$ cat src/rtl/mtc_fifo.sv
module mtc_fifo #(
    parameter int WIDTH = 32,
    parameter int DEPTH = 2
) (
    input  logic             i_clk,
    input  logic             i_rst_n,
    input  logic             i_push,
    input  logic [WIDTH-1:0] i_data,
    output logic             o_full,
    input  logic             i_pop,
    output logic [WIDTH-1:0] o_data,
    output logic             o_empty
);

    localparam int PTR_W = (DEPTH > 1) ? $clog2(DEPTH) : 1;
    localparam int CNT_W = $clog2(DEPTH + 1);

    logic [WIDTH-1:0] r_mem [DEPTH];
    logic [PTR_W-1:0] r_wr, r_rd, n_wr, n_rd;
    logic [CNT_W-1:0] r_count;
    logic             push_ok, pop_ok;

    assign o_full  = (r_count == CNT_W'(DEPTH));
    assign o_empty = (r_count == '0);
    assign push_ok = i_push && !o_full;
    assign pop_ok  = i_pop && !o_empty;
    assign o_data  = r_mem[r_rd];

    assign n_wr = (r_wr == PTR_W'(DEPTH - 1)) ? '0 : r_wr + PTR_W'(1);
    assign n_rd = (r_rd == PTR_W'(DEPTH - 1)) ? '0 : r_rd + PTR_W'(1);

    always_ff @(posedge i_clk) begin
        if (!i_rst_n) begin
            r_wr    <= '0;
            r_rd    <= '0;
            r_count <= '0;
        end else begin
            if (push_ok) begin
                r_wr <= n_wr;
            end
            if (pop_ok) begin
                r_rd <= n_rd;
            end
            if (push_ok && !pop_ok) begin
                r_count <= r_count + CNT_W'(1);
            end else if (pop_ok && !push_ok) begin
                r_count <= r_count - CNT_W'(1);
            end
        end
    end

    always_ff @(posedge i_clk) begin
        if (push_ok) begin
            r_mem[r_wr] <= i_data;
        end
    end

endmodule

$ cat config.mk
export PLATFORM = sky130hd
export DESIGN_NAME = mtc_fifo
export DESIGN_NICKNAME = d
export VERILOG_FILES = /design/src/rtl/mtc_fifo.sv
export SDC_FILE = /design/constraint.sdc
export NUM_CORES = 1
export LEC_CHECK = 0
export ABC_AREA = 0
export BUFFER_PORTS_ARGS = -buffer_cell sky130_fd_sc_hd__buf_2
export CAP_MARGIN = 10
export CORE_MARGIN = 5
export CORE_UTILIZATION = 35
export CTS_BUF_LIST = sky130_fd_sc_hd__clkbuf_16
export DETAILED_ROUTE_END_ITERATION = 7
export MAX_ROUTING_LAYER = met4
export PLACE_DENSITY = 0.59
export RECOVER_POWER = 25
export SYNTH_ARGS = -nofsm -noshare
export SYNTH_HDL_FRONTEND = slang
export SYNTH_SLANG_ARGS = --single-unit
$ cat constraint.sdc
create_clock -name i_clk -period 2.3 [get_ports i_clk]
set_clock_uncertainty 0.05 [all_clocks]
set_input_delay 0.115 -clock i_clk [delete_from_list [all_inputs] [get_ports i_clk]]
set_output_delay 0.115 -clock i_clk [all_outputs]
set_load 0.01 [all_outputs]
==> impl_metrics.json <==
{
  "insertedDiodeCount": 0,
  "track_usage": 0.109,
  "synth_top_cells_by_area": "edfxtp_1, mux2_2, dfxtp_1",
  "totalNegativeSetupSlack_ns": 0,
  "run_status": "finished, final reports clean",
  "die_y_um": 95.1,
  "cts-buffers-inserted": 9,
  "worst_setup_slack_for_register_to_register_paths_ns": 0.65,
  "power-per-cell-area_nw_per_um2": 1040,
  "layout.cells.non_filler": 343,
  "final_min_period_over_clock_period": 0.717,
  "netlist.area_leader.share": 0.758,
  "final_setup_violations": 0,
  "cts_tree": "yes",
  "postSynthCellCount": 125,
  "synth_area_um2": 2540,
  "ys_seq_elements": 69,
  "gp_congestion": 0.740,
  "cts.sink_count": 69,
  "hold_path.class": "in -> reg",
  "setup.worst_path.end_class": "flop",
  "area.growth.synth_to_final_pct": 43.0,
  "leakagePower_nw": 1.36,
  "per_cell_via_count_in_the_routed_design": 4.25,
  "maximum_buffer_depth_of_the_clock_tree": 2,
  "final-hold-violation-count": 0,
  "htree_num_levels": 3,
  "drv_slew": 0,
  "wl_met1_um": 1950,
  "first_element_of_the_critical_path": "r_count[0]$_SDFFE_PN0P_",
  "synthesis.area_per_instance_um2": 20.3,
  "rr_endpoint": "r_count[1]$_SDFFE_PN0P_",
  "drt.antenna.violating_nets": 0,
  "placeableCoreArea_um2": 7140,
  "fmax_mhz": 606,
  "grt_setup_unrepaired": "false",
  "timing.setup.critical_path_class": "reg -> reg",
  "cp.required_ns": 2.50,
  "max_slew.worst_pin.slew_ns": 0.336,
  "route.top_layer_used": "met4",
  "wirelength_um": 4630,
  "synth.yosys.seq_area_share": 0.797,
  "io_buffers": 69,
  "placement_rows": 31,
  "worst_setup_path_start_kind": "flop",
  "worst_max_slew_margin_expressed_relative_to_the_limit": 0.776,
  "floorplan.initialDensity": 0.355,
  "cts_root_buffer": "clkbuf_16",
  "dp_hpwl_um": 3030,
  "die_x_um": 95.1,
  "layout.nets": 276,
  "irDropWorstVdd_uv": 586,
  "syn_nets": 162,
  "yosys.cell_types.count": 21,
  "timing.rr.start": "r_count[0]$_SDFFE_PN0P_",
  "floorplan.io_pins": 70,
  "wl_met2_um": 2290,
  "cts_post_setup_buffers_inserted": 0,
  "grt_overflow_total": 0,
  "antenna_found_initial": 0,
  "clock_latency_ns": 0.32,
  "post_route_cells_drive_above_1_share": 0.443,
  "grt_max_degree": 21,
  "layout.cells.most_common_list": "edfxtp_1, buf_2, dlygate4sd3_1",
  "met3_length_um": 290,
  "detail_route.iter0.violations": 52,
  "min_delay_worst_endpoint": "r_wr$_SDFFE_PN0P_",
  "worst_setup_hold_path_clk_slew_ns": 0.05,
  "maxCapViolations": 0,
  "dieArea_um2": 9050,
  "post-synth-top-area-cell": "edfxtp_1",
  "dr.pass1.iters": 4,
  "place_inst": 294,
  "hold-path-cell-count": 3,
  "mostFrequentLayoutCell": "edfxtp_1",
  "filler_cell_count": 619,
  "drc_errors": 0,
  "period_minus_slack_ns": 1.65,
  "crit_arrival_ns": 1.85,
  "via_count": 1457,
  "min_from": "i_push",
  "drt-wirelength-per-cell_um": 13.5,
  "ctsResizeCount": 0,
  "vias_in_the_first_global_route": 1509,
  "synth_warnings": 0,
  "worstRegToRegCells": 6,
  "worst-path-max-fanout": 5,
  "final_core_utilization": 0.508,
  "post-layout-total-power_mw": 3.79,
  "global_route_wire_length_before_repair_um": 7010
}
stage by stage:
stage | hold slack [ns] | instance area (um2) | worst slack [ns]
floorplan | 0.164 | 2540 | 0.427
global placement | 0.253 | 3040 | 0.723
detailed placement | 0.257 | 3040 | 0.657
CTS | 0.109 | 3640 | 0.645
global route | 0.156 | 3630 | 0.564
finish | 0.119 | 3630 | 0.650
how the worst max path moves through the flow:
stage                         endpoint  cells after the start
3_5_place_dp   r_count[1]$_SDFFE_PN0P_                      6
2_1_floorplan    r_mem[0][0]$_DFFE_PP_                      3
4_1_cts        r_count[1]$_SDFFE_PN0P_                      6
5_1_grt        r_count[1]$_SDFFE_PN0P_                      6
6_report       r_count[1]$_SDFFE_PN0P_                      6
3_3_place_gp   r_count[1]$_SDFFE_PN0P_                      6
critical path: stages (launching register included):
cell and delay [ns]:
dfxtp_1 0.40, nand2b_1 0.18, inv_2 0.07, nor2_1 0.11, ha_1 0.27, or3_1 0.36
a21boi_1 0.15
final cells by class:
class | instances | area [um2] | share of cell area
multi-input cells | 50 | 494 | 0.136
clock buffers | 9 | 225 | 0.0621
clock inverters | 7 | 41.3 | 0.0114
repair buffers | 107 | 713 | 0.197
inverters | 2 | 7.51 | 0.00207
flip-flops and latches | 69 | 2020 | 0.557
well taps | 99 | 124 | 0.0341
flip-flops by register name, summed over array words and instances (netlist names), named ones only:
name / cells
r_mem: 64
r_count: 2
r_rd: 1
r_wr: 1
cells by family (layout without fill, tap and decap cells):
| kind of cell | Yosys count | after routing | share of synthesized area |
|---|---|---|---|
| adder cells (fa/ha/maj) | 1 | 1 | 0.00493 |
| flip-flops | 69 | 69 | 0.797 |
| multiplexers | 32 | 32 | 0.142 |
| buffers and inverters | 6 | 125 | 0.0109 |
| XOR/XNOR | 3 | 3 | 0.0104 |
| AO/OA/AOI/OAI | 5 | 5 | 0.0128 |
| AND/OR/NAND/NOR | 9 | 9 | 0.0217 |
power by group:
part,internal [mW],switching [mW],total (mW),leakage (nW)
sequential,1.58,0.0520,1.63,0.639
combinational,0.472,0.485,0.957,0.592
clock,0.720,0.478,1.20,0.127
total,2.77,1.02,3.79,1.36
repair_timing:
item                                   in CTS  in global routing
setup endpoints to repair                   0                  0
endpoints found under the hold margin      65                  0
hold buffers                               33                  0
synth_stat cells:
| cell type | instances |
|---|---|
| inv_2 | 1 |
| nor2_1 | 2 |
| and3_1 | 1 |
| o21a_1 | 1 |
| nand2b_1 | 1 |
| or3_1 | 1 |
| dfxtp_1 | 5 |
| xnor2_1 | 2 |
| and2_1 | 3 |
| ha_1 | 1 |
| o21ai_0 | 1 |
| a21boi_0 | 1 |
| buf_2 | 4 |
| inv_1 | 1 |
| o21ai_1 | 1 |
| xor2_1 | 1 |
| edfxtp_1 | 64 |
| a21boi_1 | 1 |
| nor3_2 | 1 |
| mux2_1 | 5 |
| mux2_2 | 27 |
layer usage:
layer | vias up | global-route usage
met5 | - | -
met4 | 0 | 0.0613
met3 | 12 | 0.0292
met2 | 45 | 0.173
met1 | 685 | 0.125
li1 | 715 | -
(Power assumes the default switching activity.)
